**config.mk**
```make
export PLATFORM = sky130hd
export DESIGN_NAME = threshold_armed_countdown_display_flat
export DESIGN_NICKNAME = d
export VERILOG_FILES = /design/src/design/tacd_pkg.sv /design/src/design/tacd_in_if.sv /design/src/design/tacd_out_if.sv /design/src/design/threshold_armed_countdown_display.sv /design/src/flat_wrapper.sv
export SDC_FILE = /design/constraint.sdc
export NUM_CORES = 1
export LEC_CHECK = 0
export BUFFER_PORTS_ARGS = -buffer_cell sky130_fd_sc_hd__buf_4
export CORE_MARGIN = 2
export CORE_UTILIZATION = 55
export DETAILED_ROUTE_END_ITERATION = 12
export GPL_TIMING_DRIVEN = 0
export PLACE_DENSITY = 0.71
export SLEW_MARGIN = 20
export SYNTH_ARGS = -nofsm -noshare
export SYNTH_HDL_FRONTEND = slang
export SYNTH_SLANG_ARGS = --single-unit
```
**constraint.sdc**
```tcl
create_clock -name clk -period 8.1 [get_ports clk]
set_input_delay 0 -clock clk [delete_from_list [all_inputs] [get_ports clk]]
set_output_delay 0 -clock clk [all_outputs]
set_load 0.02 [all_outputs]
```
**src/design/tacd_pkg.sv**
```systemverilog
// Shared types, constants and the segment table of the countdown display.
`default_nettype none

package tacd_pkg;

    localparam int LEVEL_W     = 12;
    localparam int SEQ_W       = 16;
    localparam int TIME_MS_W   = 14;
    localparam int TIMEOUT_W   = 16;
    localparam int DUTY_W      = 7;
    localparam int SEG_W       = 7;
    localparam int DIGITS      = 4;
    localparam int DIGIT_IDX_W = 2;
    localparam int CFG_DATA_W  = 16;
    localparam int CFG_INDEX_W = 2;

    localparam logic [LEVEL_W-1:0]   TRIGGER_RESET = 12'd4000;
    localparam logic [TIME_MS_W-1:0] LENGTH_RESET  = 14'd10000;
    localparam logic [TIMEOUT_W-1:0] TIMEOUT_RESET = 16'd250;
    localparam logic [TIME_MS_W-1:0] LENGTH_MAX    = 14'd10000;
    localparam logic [LEVEL_W-1:0]   LEVEL_FULL    = 12'd4095;
    localparam logic [DUTY_W-1:0]    DUTY_FULL     = 7'd100;

    localparam logic CMD_TICK   = 1'b0;
    localparam logic CMD_PACKET = 1'b1;

    typedef enum logic [CFG_INDEX_W-1:0] {
        REG_TRIGGER = 2'd0,
        REG_LENGTH  = 2'd1,
        REG_TIMEOUT = 2'd2
    } cfg_reg_t;

    typedef struct packed {
        logic               command;
        logic [LEVEL_W-1:0] pot_level;
        logic [SEQ_W-1:0]   packet_seq;
    } tacd_in_t;

    typedef struct packed {
        logic [SEG_W-1:0]     segment_bits;
        logic                 point_on;
        logic [DIGITS-1:0]    digit_enable_n;
        logic [DUTY_W-1:0]    led_duty;
        logic                 running;
        logic [TIME_MS_W-1:0] shown_time_ms;
        logic                 seq_gap;
        logic                 started;
        logic                 finished;
    } tacd_out_t;

    // Segment pattern of a decimal digit, bit 0 = A through bit 6 = G.
    function automatic logic [SEG_W-1:0] seg_pattern(input logic [3:0] digit);
        logic [SEG_W-1:0] pattern;
        unique case (digit)
            4'd0:    pattern = 7'h3F;
            4'd1:    pattern = 7'h06;
            4'd2:    pattern = 7'h5B;
            4'd3:    pattern = 7'h4F;
            4'd4:    pattern = 7'h66;
            4'd5:    pattern = 7'h6D;
            4'd6:    pattern = 7'h7D;
            4'd7:    pattern = 7'h07;
            4'd8:    pattern = 7'h7F;
            4'd9:    pattern = 7'h6F;
            default: pattern = '0;
        endcase
        return pattern;
    endfunction

endpackage

`default_nettype wire

```
**src/design/tacd_in_if.sv**
```systemverilog
// Valid/ready channel that carries tick and packet items into the block.
`default_nettype none

interface tacd_in_if;
    import tacd_pkg::*;

    logic     valid;
    logic     ready;
    tacd_in_t data;

    modport source (output valid, output data, input ready);
    modport sink   (input valid, input data, output ready);
endinterface

`default_nettype wire

```
**src/design/tacd_out_if.sv**
```systemverilog
// Valid/ready channel that carries display and status results out of the block.
`default_nettype none

interface tacd_out_if;
    import tacd_pkg::*;

    logic      valid;
    logic      ready;
    tacd_out_t data;

    modport source (output valid, output data, input ready);
    modport sink   (input valid, input data, output ready);
endinterface

`default_nettype wire

```
**src/design/threshold_armed_countdown_display.sv**
```systemverilog
// An accepted transaction passes through stage 1 and then the output register.
// Throughput: one item per cycle unless the output stalls; state update and
// digit decode are two register stages, each one short combinational step.
// Reset: asynchronous, active low; countdown armed, display at full time,
// segments off and all digits disabled, registers at their default values.
`default_nettype none

module threshold_armed_countdown_display
    import tacd_pkg::*;
#(
    parameter int TIMESTAMP_BITS = 32
)
(
    input  logic                   clk,
    input  logic                   rst_n,
    tacd_in_if.sink                item,
    tacd_out_if.source             result,
    input  logic                   cfg_wr_en,
    input  logic [CFG_INDEX_W-1:0] cfg_index,
    input  logic [CFG_DATA_W-1:0]  cfg_data
);

    typedef struct packed {
        logic                   tick;
        logic [DIGIT_IDX_W-1:0] idx;
        logic [TIME_MS_W-1:0]   shown;
        logic [DUTY_W-1:0]      duty;
        logic                   running;
        logic                   gap;
        logic                   started;
        logic                   finished;
    } stage_t;

    // Configuration registers
    logic [LEVEL_W-1:0]   trigger_reg;
    logic [TIME_MS_W-1:0] length_reg;
    logic [TIMEOUT_W-1:0] timeout_reg;

    // Countdown state
    logic [TIMESTAMP_BITS-1:0] time_reg, time_next;
    logic [TIMESTAMP_BITS-1:0] last_packet_reg, last_packet_next;
    logic [TIMESTAMP_BITS-1:0] start_reg, start_next;
    logic [SEQ_W-1:0]          prev_seq_reg, prev_seq_next;
    logic                      active_reg, active_next;
    logic                      armed_reg, armed_next;
    logic [TIME_MS_W-1:0]      display_reg, display_next;
    logic [DIGIT_IDX_W-1:0]    digit_idx_reg, digit_idx_next;
    logic [DUTY_W-1:0]         duty_reg, duty_next;

    // Pipeline
    logic      s1_valid_reg;
    stage_t    s1_reg, s1_next;
    logic      out_valid_reg;
    tacd_out_t out_reg, out_next;

    logic adv_out;
    logic s1_free;
    logic accept;

    logic [TIME_MS_W-1:0]      eff_len;
    logic [TIMESTAMP_BITS-1:0] tick_time;
    logic [TIMESTAMP_BITS-1:0] elapsed;
    logic [TIMESTAMP_BITS-1:0] silence;
    logic                      is_packet;
    logic                      level_low;

    logic [LEVEL_W+6:0]   duty_prod;
    logic [DUTY_W-1:0]    duty_q0;
    logic [LEVEL_W:0]     duty_rem;
    logic [DUTY_W-1:0]    duty_calc;

    logic [29:0]          prod10;
    logic [26:0]          prod100;
    logic [27:0]          prod1000;
    logic [10:0]          q10;
    logic [7:0]           q100;
    logic [4:0]           q1000;
    logic                 q10000;
    logic [10:0]          rem3;
    logic [7:0]           rem2;
    logic [4:0]           rem1;
    logic [3:0]           digit;
    logic                 point;

    // ------------------------------------------------------------------
    // Handshake
    // ------------------------------------------------------------------
    assign adv_out      = !out_valid_reg || result.ready;
    assign s1_free      = !s1_valid_reg || adv_out;
    assign accept       = item.valid && s1_free;
    assign item.ready   = s1_free;
    assign result.valid = out_valid_reg;
    assign result.data  = out_reg;

    // ------------------------------------------------------------------
    // Configuration
    // ------------------------------------------------------------------
    always_ff @(posedge clk or negedge rst_n)
    begin
        if (!rst_n)
        begin
            trigger_reg <= TRIGGER_RESET;
            length_reg  <= LENGTH_RESET;
            timeout_reg <= TIMEOUT_RESET;
        end
        else if (cfg_wr_en)
        begin
            unique case (cfg_reg_t'(cfg_index))
                REG_TRIGGER: trigger_reg <= cfg_data[LEVEL_W-1:0];
                REG_LENGTH:  length_reg  <= cfg_data[TIME_MS_W-1:0];
                REG_TIMEOUT: timeout_reg <= cfg_data[TIMEOUT_W-1:0];
                default:     ;
            endcase
        end
    end

    assign eff_len = (length_reg > LENGTH_MAX) ? LENGTH_MAX : length_reg;

    // ------------------------------------------------------------------
    // State update at acceptance
    // ------------------------------------------------------------------
    // level * 100 / 4095: since 4095 = 4096 - 1, the quotient of the product
    // by 4096 is at most one short, and the remainder stays below 2 * 4095.
    assign duty_prod = {1'b0, item.data.pot_level, 6'd0}
                     + {2'b0, item.data.pot_level, 5'd0}
                     + {5'b0, item.data.pot_level, 2'd0};
    assign duty_q0   = duty_prod[LEVEL_W+6:LEVEL_W];
    assign duty_rem  = {1'b0, duty_prod[LEVEL_W-1:0]} + {{(LEVEL_W+1-DUTY_W){1'b0}}, duty_q0};
    assign duty_calc = duty_q0 + DUTY_W'(duty_rem >= {1'b0, LEVEL_FULL});

    assign is_packet = (item.data.command == CMD_PACKET);
    assign level_low = (item.data.pot_level < trigger_reg);
    assign tick_time = time_reg + 1'b1;
    assign elapsed   = tick_time - start_reg;
    assign silence   = tick_time - last_packet_reg;

    always_comb
    begin
        time_next        = time_reg;
        last_packet_next = last_packet_reg;
        start_next       = start_reg;
        prev_seq_next    = prev_seq_reg;
        active_next      = active_reg;
        armed_next       = armed_reg;
        display_next     = display_reg;
        digit_idx_next   = digit_idx_reg;
        duty_next        = duty_reg;
        s1_next          = '0;

        if (is_packet)
        begin
            last_packet_next = time_reg;
            duty_next        = duty_calc;
            prev_seq_next    = item.data.packet_seq;
            s1_next.gap      = ((prev_seq_reg + 1'b1) != item.data.packet_seq);
            if (level_low)
            begin
                if (!active_reg)
                begin
                    armed_next   = 1'b1;
                    display_next = eff_len;
                end
            end
            else if (armed_reg && !active_reg)
            begin
                armed_next      = 1'b0;
                active_next     = 1'b1;
                start_next      = time_reg;
                display_next    = eff_len;
                s1_next.started = 1'b1;
            end
        end
        else
        begin
            time_next = tick_time;
            if (active_reg)
            begin
                if (elapsed >= TIMESTAMP_BITS'(eff_len))
                begin
                    active_next      = 1'b0;
                    display_next     = '0;
                    s1_next.finished = 1'b1;
                end
                else
                begin
                    display_next = eff_len - elapsed[TIME_MS_W-1:0];
                end
            end
            digit_idx_next = digit_idx_reg + 1'b1;
            if (silence > TIMESTAMP_BITS'(timeout_reg))
            begin
                duty_next = '0;
            end
        end

        s1_next.tick    = !is_packet;
        s1_next.idx     = digit_idx_reg;
        s1_next.shown   = (display_next > eff_len) ? eff_len : display_next;
        s1_next.duty    = duty_next;
        s1_next.running = active_next;
    end

    always_ff @(posedge clk or negedge rst_n)
    begin
        if (!rst_n)
        begin
            time_reg        <= '0;
            last_packet_reg <= '0;
            start_reg       <= '0;
            prev_seq_reg    <= '0;
            active_reg      <= 1'b0;
            armed_reg       <= 1'b1;
            display_reg     <= LENGTH_MAX;
            digit_idx_reg   <= '0;
            duty_reg        <= '0;
        end
        else if (accept)
        begin
            time_reg        <= time_next;
            last_packet_reg <= last_packet_next;
            start_reg       <= start_next;
            prev_seq_reg    <= prev_seq_next;
            active_reg      <= active_next;
            armed_reg       <= armed_next;
            display_reg     <= display_next;
            digit_idx_reg   <= digit_idx_next;
            duty_reg        <= duty_next;
        end
    end

    always_ff @(posedge clk or negedge rst_n)
    begin
        if (!rst_n)
        begin
            s1_valid_reg <= 1'b0;
        end
        else if (s1_free)
        begin
            s1_valid_reg <= item.valid;
        end
    end

    always_ff @(posedge clk)
    begin
        if (accept)
        begin
            s1_reg <= s1_next;
        end
    end

    // ------------------------------------------------------------------
    // Digit decode: shown time as XX.XX seconds, one digit per tick
    // ------------------------------------------------------------------
    // Reciprocal multiplications, exact for every 14-bit value.
    assign prod10   = 30'(s1_reg.shown) * 30'd52429;
    assign prod100  = 27'(s1_reg.shown) * 27'd5243;
    assign prod1000 = 28'(s1_reg.shown) * 28'd8389;
    assign q10      = prod10[29:19];
    assign q100     = prod100[26:19];
    assign q1000    = prod1000[27:23];
    assign q10000   = (s1_reg.shown >= LENGTH_MAX);

    assign rem3 = q10 - ({q100, 3'd0} + {2'd0, q100, 1'b0});
    assign rem2 = q100 - ({q1000, 3'd0} + {2'd0, q1000, 1'b0});
    assign rem1 = q1000 - ({1'b0, q10000, 3'd0} + {3'd0, q10000, 1'b0});

    always_comb
    begin
        point = 1'b0;
        unique case (s1_reg.idx)
            2'd0:
            begin
                digit = {3'd0, q10000};
            end
            2'd1:
            begin
                digit = rem1[3:0];
                point = 1'b1;
            end
            2'd2:    digit = rem2[3:0];
            default: digit = rem3[3:0];
        endcase
    end

    always_comb
    begin
        out_next = out_reg;
        if (s1_reg.tick)
        begin
            out_next.segment_bits   = seg_pattern(digit);
            out_next.point_on       = point;
            out_next.digit_enable_n = ~(DIGITS'(1) << s1_reg.idx);
        end
        out_next.led_duty      = s1_reg.duty;
        out_next.running       = s1_reg.running;
        out_next.shown_time_ms = s1_reg.shown;
        out_next.seq_gap       = s1_reg.gap;
        out_next.started       = s1_reg.started;
        out_next.finished      = s1_reg.finished;
    end

    // The segment fields double as the latched display, so they reset too.
    always_ff @(posedge clk or negedge rst_n)
    begin
        if (!rst_n)
        begin
            out_valid_reg <= 1'b0;
            out_reg       <= '{digit_enable_n: '1, default: '0};
        end
        else
        begin
            if (adv_out)
            begin
                out_valid_reg <= s1_valid_reg;
            end
            if (adv_out && s1_valid_reg)
            begin
                out_reg <= out_next;
            end
        end
    end

`ifndef NO_ASSERTIONS
    a_time_step: assert property (@(posedge clk) disable iff (!rst_n)
        (accept && item.data.command == CMD_TICK) |=> time_reg == $past(time_reg) + 1'b1)
        else $error("millisecond counter did not advance on a tick");

    a_shown_clamp: assert property (@(posedge clk) disable iff (!rst_n)
        result.valid |-> result.data.shown_time_ms <= eff_len)
        else $error("shown time exceeds the countdown length");

    a_one_digit: assert property (@(posedge clk) disable iff (!rst_n)
        result.valid |-> $countones(result.data.digit_enable_n) >= DIGITS - 1)
        else $error("more than one digit enabled");

    a_start_runs: assert property (@(posedge clk) disable iff (!rst_n)
        (result.valid && result.data.started) |->
            (result.data.running && !result.data.finished))
        else $error("started transaction does not report a running countdown");
`endif

endmodule

`default_nettype wire
```
**src/flat_wrapper.sv**
```systemverilog
// flat-port wrapper written by rule: the top's interface ports become plain ports
module threshold_armed_countdown_display_flat import tacd_pkg::*;
#(
    parameter int TIMESTAMP_BITS = 32
)
  (clk, rst_n, cfg_wr_en, cfg_index, cfg_data, item_valid, item_data, item_ready, result_valid, result_data, result_ready);
  tacd_in_if item_i ();
  tacd_out_if result_i ();
  input  logic clk;
  input  logic rst_n;
  input  logic cfg_wr_en;
  input  logic [CFG_INDEX_W-1:0] cfg_index;
  input  logic [CFG_DATA_W-1:0] cfg_data;
  input wire logic [$bits(item_i.valid)-1:0] item_valid;
  input wire logic [$bits(item_i.data)-1:0] item_data;
  output wire logic [$bits(item_i.ready)-1:0] item_ready;
  output wire logic [$bits(result_i.valid)-1:0] result_valid;
  output wire logic [$bits(result_i.data)-1:0] result_data;
  input wire logic [$bits(result_i.ready)-1:0] result_ready;
  assign item_i.valid = item_valid;
  assign item_i.data = item_data;
  assign item_ready = item_i.ready;
  assign result_valid = result_i.valid;
  assign result_data = result_i.data;
  assign result_i.ready = result_ready;
  threshold_armed_countdown_display #(.TIMESTAMP_BITS(TIMESTAMP_BITS)) u_core (.clk(clk), .rst_n(rst_n), .item(item_i), .result(result_i), .cfg_wr_en(cfg_wr_en), .cfg_index(cfg_index), .cfg_data(cfg_data));
endmodule
```
==> impl_metrics.json, run 1 <==
{
  "syn_nets": 3574,
  "drive_gt1_share_pct": 12.2,
  "gp_congestion": 0.946,
  "crit_required_ns": 8.40,
  "netlist_instances": 2976,
  "rows": 80,
  "route.top_layer_used": "met4",
  "ys.flop_type": "dfrtp_1",
  "slew_headroom_pct": 38.7,
  "grt_pass1_vias": 22531,
  "period_minus_slack_ns": 7.80,
  "met2_wirelength_um": 34800,
  "r2r_cells": 34,
  "via_per_inst": 5.78,
  "grt_overflow": 0,
  "grt_pass1_wl_um": 115000,
  "synth_edf_count": 28,
  "synth_cell_types": 85,
  "reg2reg_from": "u_core.time_reg[1]$_DFFE_PN0P_",
  "ys_seq_area_share_pct": 23.9,
  "globalRouteTotalUtil_pct": 28.8,
  "rrSetupSlack_ns": 0.30,
  "setup_viol": 0,
  "arrival_ns": 8.11,
  "hold_depth": 4,
  "numClockSinks": 246,
  "die_h_um": 223,
  "start_kind": "flip-flop",
  "dieArea_um2": 49900,
  "cts_max_level": 1,
  "regMostFlops": "u_core.result.data",
  "post_drt_wl_per_cell_um": 18.7,
  "wl_met1_um": 30600,
  "critical-path-top-delay-family": "simple AND/OR/NAND/NOR gates",
  "io_buffers": 90,
  "antenna_left": 0,
  "dpl_worst_slack_ns": -1.18,
  "clk_transition_reported_paths_ns": 0.06,
  "finalHoldViolCount": 0,
  "ys_warn_count": 0,
  "nets": 3776,
  "drc": 0,
  "async_reset_ff_share_pct": 88.6,
  "antenna_found_initial": 0,
  "drt_iter0_markers": 1376,
  "initial_core_util_pct": 55.6,
  "io_pins": 91,
  "yosysMostFrequentCell": "inv_1",
  "finClkSkew_ns": 0.0222,
  "hold_path.class": "in2reg",
  "critPathMaxStageDelay_ns": 0.43,
  "drt_first_pass_iters": 7,
  "root_buffer": "clkbuf_16",
  "crit_path_end_kind": "flip-flop",
  "syn_area_um2": 26500,
  "cp_max_fo": 11,
  "layout_setup_ws_ns": 0.298,
  "status": "complete, no violations",
  "drv_cap": 0,
  "hold_end": "u_core.armed_reg$_DFFE_PN1P_",
  "synthTopCellsByArea": "ha_1, dfrtp_1, fa_1",
  "cts_buffers": 28,
  "fp.dieW_um": 223,
  "cp_slowest_cell": "dfrtp_2",
  "slew_violations": 0,
  "post-route-period-util_pct": 96.3,
  "area_delta_synth_final_pct": 13.9,
  "synth.avg_cell_area_um2": 8.89,
  "synth.top_cell.area_share_pct": 18.8,
  "dp.final_hpwl_um": 56100,
  "fin_tns_setup_ns": 0,
  "clk_path_buf_depth": 3,
  "routed-wl-met3_um": 2840,
  "largest_reg_flops": 37,
  "r2r_end": "u_core.out_next[16]$_DFFE_PP_",
  "antenna_cells": 0,
  "max_freq_mhz": 128,
  "cts_tree": "done",
  "drt_wl_total_um": 71300,
  "hold_slack_ns": 0.0581,
  "ys_ff_latch": 246,
  "max_slew.worst_pin.slew_ns": 0.920,
  "netlist_top_cells_count": "inv_1, ha_1, nand2_1",
  "synth_top_cell_by_area": "ha_1",
  "path_buf_inv": 2,
  "coreArea_um2": 47600,
  "critPathMostFrequentCell": "a21o_1",
  "hp-start": "item_data[27]",
  "grt_max_degree": 91,
  "path_class": "reg2reg",
  "vias": 22052,
  "clkLatencyLatePin_ns": 0.58
}
-- through the flow --
stage | util (%) | std cells | cell area, um2
floorplan | - | 2976 | 26500
global placement | 58.6 | 3681 | 27900
detailed placement | 58.8 | 3684 | 28000
CTS | 62.2 | 3782 | 29600
global route | 63.2 | 3815 | 30100
finish | 63.2 | 3815 | 30100
-- routing by layer --
metal | GRT usage (%) | vias up
met5 | 0 | -
met4 | 11.1 | 0
li1 | - | 10626
met2 | 50.6 | 578
met3 | 2.87 | 148
met1 | 36.6 | 10700
-- kinds of logic (layout without fill, tap and decap cells) --
kind of cell             after synthesis  in the layout  synth area share, %
multiplexers                          86             86                 3.63
AND/OR/NAND/NOR                      700            700                 12.9
adder cells (fa/ha/maj)              546            546                 30.0
flip-flops                           246            246                 23.9
buffers and inverters                542            766                 7.83
XOR/XNOR                             176            176                 5.88
AO/OA/AOI/OAI                        680            680                 15.9
-- timing repair --
item                                    in CTS  in global routing
setup buffers                                6                 39
hold buffers                                44                  0
endpoints found under the hold margin      267                  0
pin swaps                                    6                 10
resized for setup                           26                 55
endpoints found under the setup margin      14                 21
-- tightest hold or removal path, delay by kind of cell --
kind	cells	cell delay (ns)
AO/OA/AOI/OAI	1	0.08
adder cells (fa/ha/maj)	1	0.17
buffers and inverters	1	0.11
multiplexers	1	0.27
-- final cells by class --
| class | count | area, um2 |
|---|---|---|
| timing repair buffer | 182 | 1560 |
| sequential | 246 | 6340 |
| clock buffer | 32 | 746 |
| fill | 3954 | 17500 |
| tap | 615 | 769 |
| inverter | 440 | 1650 |
| clock inverter | 20 | 262 |
| multi-input combinational | 2188 | 18400 |
| buffer | 92 | 388 |
-- cells in the final DEF, fill, tap and decap left out, types with 33 or more instances in the layout --
| cell type | n |
|---|---|
| o21ai_0 | 198 |
| o21a_1 | 33 |
| ha_1 | 391 |
| nand2_1 | 250 |
| mux2_2 | 69 |
| nand3_1 | 60 |
| fa_1 | 148 |
| xnor2_1 | 102 |
| xor2_1 | 60 |
| dfrtp_1 | 185 |
| nand2b_1 | 34 |
| nor2_1 | 138 |
| inv_1 | 437 |
| clkbuf_1 | 65 |
| a21oi_1 | 169 |
| nand4_1 | 38 |
| dlygate4sd3_1 | 43 |
| buf_4 | 137 |
| a21o_1 | 57 |
-- how the worst max path moves through the flow --
stage                                   start                            end  slack, ns  cells after the start
2_1_floorplan  u_core.time_reg[0]$_DFFE_PN0P_  u_core.out_next[16]$_DFFE_PP_       0.63                     37
3_3_place_gp   u_core.time_reg[0]$_DFFE_PN0P_  u_core.out_next[16]$_DFFE_PP_      -1.12                     37
3_5_place_dp   u_core.time_reg[0]$_DFFE_PN0P_  u_core.out_next[16]$_DFFE_PP_      -1.18                     37
4_1_cts        u_core.time_reg[2]$_DFFE_PN0P_  u_core.out_next[16]$_DFFE_PP_       0.01                     36
5_1_grt        u_core.time_reg[1]$_DFFE_PN0P_  u_core.out_next[16]$_DFFE_PP_      -0.14                     35
6_report       u_core.time_reg[1]$_DFFE_PN0P_  u_core.out_next[16]$_DFFE_PP_       0.30                     34
Power of run 1 is left out: the tool's default activity adds up to more than one toggle a clock period on the data nets, which glitch-free logic cannot reach.
==> run 2, diff against run 1 <==
- BUFFER_PORTS_ARGS: -buffer_cell sky130_fd_sc_hd__buf_4 -> unset
- CORE_MARGIN: 2 -> unset
- DONT_BUFFER_PORTS: unset -> 1
- PLACE_DENSITY: 0.71 -> 0.69
==> impl_metrics.json, run 2 (synthesis gave the netlist of run 1 again) <==
{
  "max_freq_mhz": 130,
  "fin_area_um2": 29400,
  "regMostFlops": "u_core.result.data",
  "grt_max_degree": 219,
  "cts_tree": "done",
  "dp.cells": 3592,
  "slew_violations": 0,
  "period_minus_slack_ns": 7.70,
  "numClockSinks": 246,
  "path_buf_inv": 5,
  "cts_buffers": 28,
  "cts_max_level": 1,
  "clkLatencyLatePin_ns": 0.59,
  "dp.final_hpwl_um": 55900,
  "hold_path.class": "in2async",
  "fp.dieW_um": 221,
  "grt_overflow": 0,
  "r2r_cells": 36,
  "finClkSkew_ns": 0.0174,
  "antenna_left": 0,
  "cp_max_fo": 10,
  "globalRouteTotalUtil_pct": 29.7,
  "post-route-period-util_pct": 95.0,
  "critPathMaxStageDelay_ns": 0.42,
  "crit_required_ns": 8.42,
  "path_class": "reg2reg",
  "hold_slack_ns": -0.0191,
  "grt_pass1_wl_um": 117000,
  "antenna_found_initial": 0,
  "area_delta_synth_final_pct": 11.2,
  "nets": 3709,
  "drt_wl_total_um": 71900,
  "drc": 0,
  "slew_headroom_pct": 35.1,
  "violations": "hold timing",
  "io_pins": 91,
  "start_kind": "flip-flop",
  "post_drt_wl_per_cell_um": 19.2,
  "critical-path-top-delay-family": "compound AO/OA/AOI/OAI gates",
  "clk_path_buf_depth": 3,
  "setup_viol": 0,
  "cp_num_cells": 36,
  "cp_slowest_cell": "dfrtp_2",
  "mostFrequentLayoutCells": "inv_1, ha_1, nand2_1",
  "die_h_um": 221,
  "drt_first_pass_iters": 7,
  "placed_area_um2": 27300,
  "max_slew.worst_pin.slew_ns": 0.973,
  "drive_gt1_share_pct": 8.91,
  "grt_pass1_vias": 22168,
  "gp_congestion": 0.962,
  "root_buffer": "clkbuf_16",
  "antenna_cells": 0,
  "io_buffers": 0,
  "clk_transition_reported_paths_ns": 0.06,
  "finalHoldViolCount": 22,
  "vias": 21878,
  "rrSetupSlack_ns": 0.40,
  "r2r_end": "u_core.out_next[9]$_DFFE_PP_",
  "dieArea_um2": 49000,
  "coreArea_um2": 47600,
  "rows": 80,
  "drt_iter0_markers": 1493,
  "initial_core_util_pct": 55.6,
  "stdcell_count": 3748,
  "arrival_ns": 8.02,
  "crit_path_end_kind": "flip-flop",
  "layout_commonest_cell": "inv_1",
  "utilization_pct": 61.8,
  "status": "finished, violations left",
  "reg2reg_from": "u_core.time_reg[0]$_DFFE_PN0P_",
  "drv_cap": 0,
  "largest_reg_flops": 37,
  "via_per_inst": 5.84
}
run 2: through the flow:
step / TNS, ns / worst slack, ns
2_1_floorplan: 0 / 0.626
3_3_place_gp: -15.49 / -1.25
3_5_place_dp: -15.91 / -1.32
4_1_cts: 0 / 0.0108
5_1_grt: -0.749 / -0.0990
6_report: 0 / 0.401
run 2: worst max path at each step:
stage          slack (ns)                       endpoint                            from
2_1_floorplan        0.63  u_core.out_next[16]$_DFFE_PP_  u_core.time_reg[0]$_DFFE_PN0P_
3_3_place_gp        -1.25   u_core.out_next[9]$_DFFE_PP_  u_core.time_reg[0]$_DFFE_PN0P_
3_5_place_dp        -1.32   u_core.out_next[9]$_DFFE_PP_  u_core.time_reg[0]$_DFFE_PN0P_
4_1_cts              0.01   u_core.out_next[8]$_DFFE_PP_  u_core.time_reg[0]$_DFFE_PN0P_
5_1_grt              -0.1   u_core.out_next[6]$_DFFE_PP_  u_core.time_reg[0]$_DFFE_PN0P_
6_report             0.40   u_core.out_next[9]$_DFFE_PP_  u_core.time_reg[0]$_DFFE_PN0P_
run 2: what timing repair did:
action,in CTS,in global routing
gates resized for setup,25,35
setup endpoints to repair,14,21
gates cloned,0,0
pin swaps,7,7
buffers inserted,12,36
hold buffers,62,0
hold endpoints to repair,281,0
run 2: layout make-up:
| type | count | area (um2) |
|---|---|---|
| clock inverters | 9 | 98.8 |
| flip-flops and latches | 246 | 6330 |
| clock buffers | 43 | 787 |
| fillers | 4076 | 18200 |
| inverters | 440 | 1650 |
| multi-input cells | 2188 | 18300 |
| well taps | 615 | 769 |
| repair buffers | 112 | 1070 |
| plain buffers | 95 | 405 |
run 2: worst register-to-register path: cells and delay by family (launching register included):
kind | cells | cell delay [ns]
AO/OA/AOI/OAI | 13 | 2.62
XOR/XNOR | 2 | 0.56
adder cells (fa/ha/maj) | 3 | 0.86
buffers and inverters | 5 | 0.79
flip-flops | 1 | 0.42
multiplexers | 1 | 0.39
AND/OR/NAND/NOR | 12 | 1.80
run 2: per-layer routing:
metal | wire, um | GRT usage (%) | vias up | share of wire [%]
met5 | 0 | 0 | - | 0
met3 | 3350 | 2.72 | 152 | 4.7
met2 | 35000 | 52.0 | 627 | 49
met4 | 2540 | 10.1 | 0 | 3.5
li1 | - | - | 10491 | -
met1 | 31000 | 38.5 | 10608 | 43
Power of run 2 is left out for the same reason.
==> run 3, diff against run 2 <==
- PLACE_DENSITY: 0.69 -> unset
- PLACE_DENSITY_LB_ADDON: unset -> 0.1
==> impl_metrics.json, run 3 (synthesis gave the netlist of run 1 again) <==
{
  "grt_max_degree": 219,
  "grt_overflow": 0,
  "placed_area_um2": 27300,
  "clk_transition_reported_paths_ns": 0.07,
  "arrival_ns": 8.08,
  "start_kind": "flip-flop",
  "fin_area_um2": 29600,
  "drt_wl_total_um": 73400,
  "numClockSinks": 246,
  "finClkSkew_ns": 0.0270,
  "vias": 21867,
  "finalHoldViolCount": 0,
  "nFillCells": 4052,
  "cts_tree": "done",
  "cp_max_fo": 10,
  "antenna_found_initial": 0,
  "layout_commonest_cell": "inv_1",
  "rows": 80,
  "crit_required_ns": 8.43,
  "drive_gt1_share_pct": 9.50,
  "drt_first_pass_iters": 5,
  "coreArea_um2": 47600,
  "drt_iter0_markers": 1575,
  "nets": 3712,
  "globalRouteTotalUtil_pct": 30.1,
  "mostFrequentLayoutCells": "inv_1, ha_1, nand2_1",
  "post_drt_wl_per_cell_um": 19.6,
  "max_freq_mhz": 129,
  "rrSetupSlack_ns": 0.35,
  "post-route-period-util_pct": 95.6,
  "slew_violations": 0,
  "dp.final_hpwl_um": 57100,
  "drv_cap": 0,
  "register_area_um2": 6340,
  "root_buffer": "clkbuf_16",
  "die_h_um": 221,
  "area_delta_synth_final_pct": 12.0,
  "critPathMaxStageDelay_ns": 0.42,
  "initial_core_util_pct": 55.6,
  "regMostFlops": "u_core.result.data",
  "period_minus_slack_ns": 7.75,
  "io_buffers": 0,
  "path_class": "reg2reg",
  "cts_max_level": 1,
  "largest_reg_flops": 37,
  "clkLatencyLatePin_ns": 0.59,
  "crit_path_end_kind": "flip-flop",
  "grt_pass1_vias": 21844,
  "fin_tns_setup_ns": 0,
  "clk_path_buf_depth": 3,
  "cp_slowest_cell": "dfrtp_2",
  "antenna_left": 0,
  "setup_viol": 0,
  "io_pins": 91,
  "status": "complete, no violations",
  "via_per_inst": 5.83,
  "hold_path.class": "in2reg",
  "antenna_cells": 0,
  "gp_congestion": 0.948,
  "multiInputGateArea_um2": 18400,
  "fp.dieW_um": 221,
  "cts_buffers": 29,
  "grt_pass1_wl_um": 118000,
  "max_slew.worst_pin.slew_ns": 0.945,
  "slew_headroom_pct": 37.0,
  "drc": 0,
  "dieArea_um2": 49000
}
==> run 3: layout make-up <==
type	instances	share of cell area, %
multi-input combinational	2188	62.1
buffer	92	1.34
clock buffer	39	2.85
inverter	440	5.58
tap	615	2.60
clock inverter	15	0.426
sequential	246	21.4
timing repair buffer	117	3.75
==> run 3: path summary, 6_finish.rpt <==
kind / to / from / depth (start not counted)
max in group asynchronous: u_core.result.data[32]$_DFFE_PN0P_ / rst_n / 4
min in group asynchronous: u_core.result.valid$_DFFE_PN0P_ / rst_n / 3
setup reg to reg: u_core.out_next[16]$_DFFE_PP_ / u_core.time_reg[1]$_DFFE_PN0P_ / 36
setup / recovery: u_core.out_next[16]$_DFFE_PP_ / u_core.time_reg[1]$_DFFE_PN0P_ / 36
hold / removal: u_core.out_next[2]$_SDFFCE_PN0P_ / item_data[10] / 3
hold reg to reg: u_core.result.data[2]$_DFFE_PN0P_ / u_core.out_next[2]$_SDFFCE_PN0P_ / 1
==> run 3: worst max-delay path: cells and delay by family, from the launching register on <==
| kind | cells | cell delay [ns] |
|---|---|---|
| XOR/XNOR | 2 | 0.35 |
| buffers and inverters | 2 | 0.39 |
| adder cells (fa/ha/maj) | 4 | 1.02 |
| AO/OA/AOI/OAI | 15 | 2.58 |
| flip-flops | 1 | 0.42 |
| AND/OR/NAND/NOR | 13 | 2.70 |
==> run 3: layer usage <==
layer  track usage [%]  share of wire [%]  vias up
li1                  -                  -    10499
met1              38.9                 43    10594
met2              52.2                 49      614
met3              2.71                4.4      160
met4              11.8                4.2        0
met5                 0                  0        -
==> run 3: repair_timing <==
| action | CTS | global route |
|---|---|---|
| hold endpoints to repair | 281 | 1 |
| gates resized for setup | 27 | 58 |
| buffers inserted | 8 | 39 |
| hold buffers | 66 | 1 |
| setup endpoints to repair | 14 | 21 |
| pin swaps | 6 | 10 |
==> run 3: per-stage QoR <==
stage	hold slack, ns	instances	util [%]	worst slack (ns)
CTS	0.00158	3716	61.1	0.00355
finish	0.00365	3752	62.2	0.353
global placement	-0.281	3591	57.2	-1.25
floorplan	-0.296	2976	-	0.626
detailed placement	-0.281	3593	57.3	-1.34
global route	0.0622	3752	62.2	-0.0642
Power of run 3 is left out for the same reason.
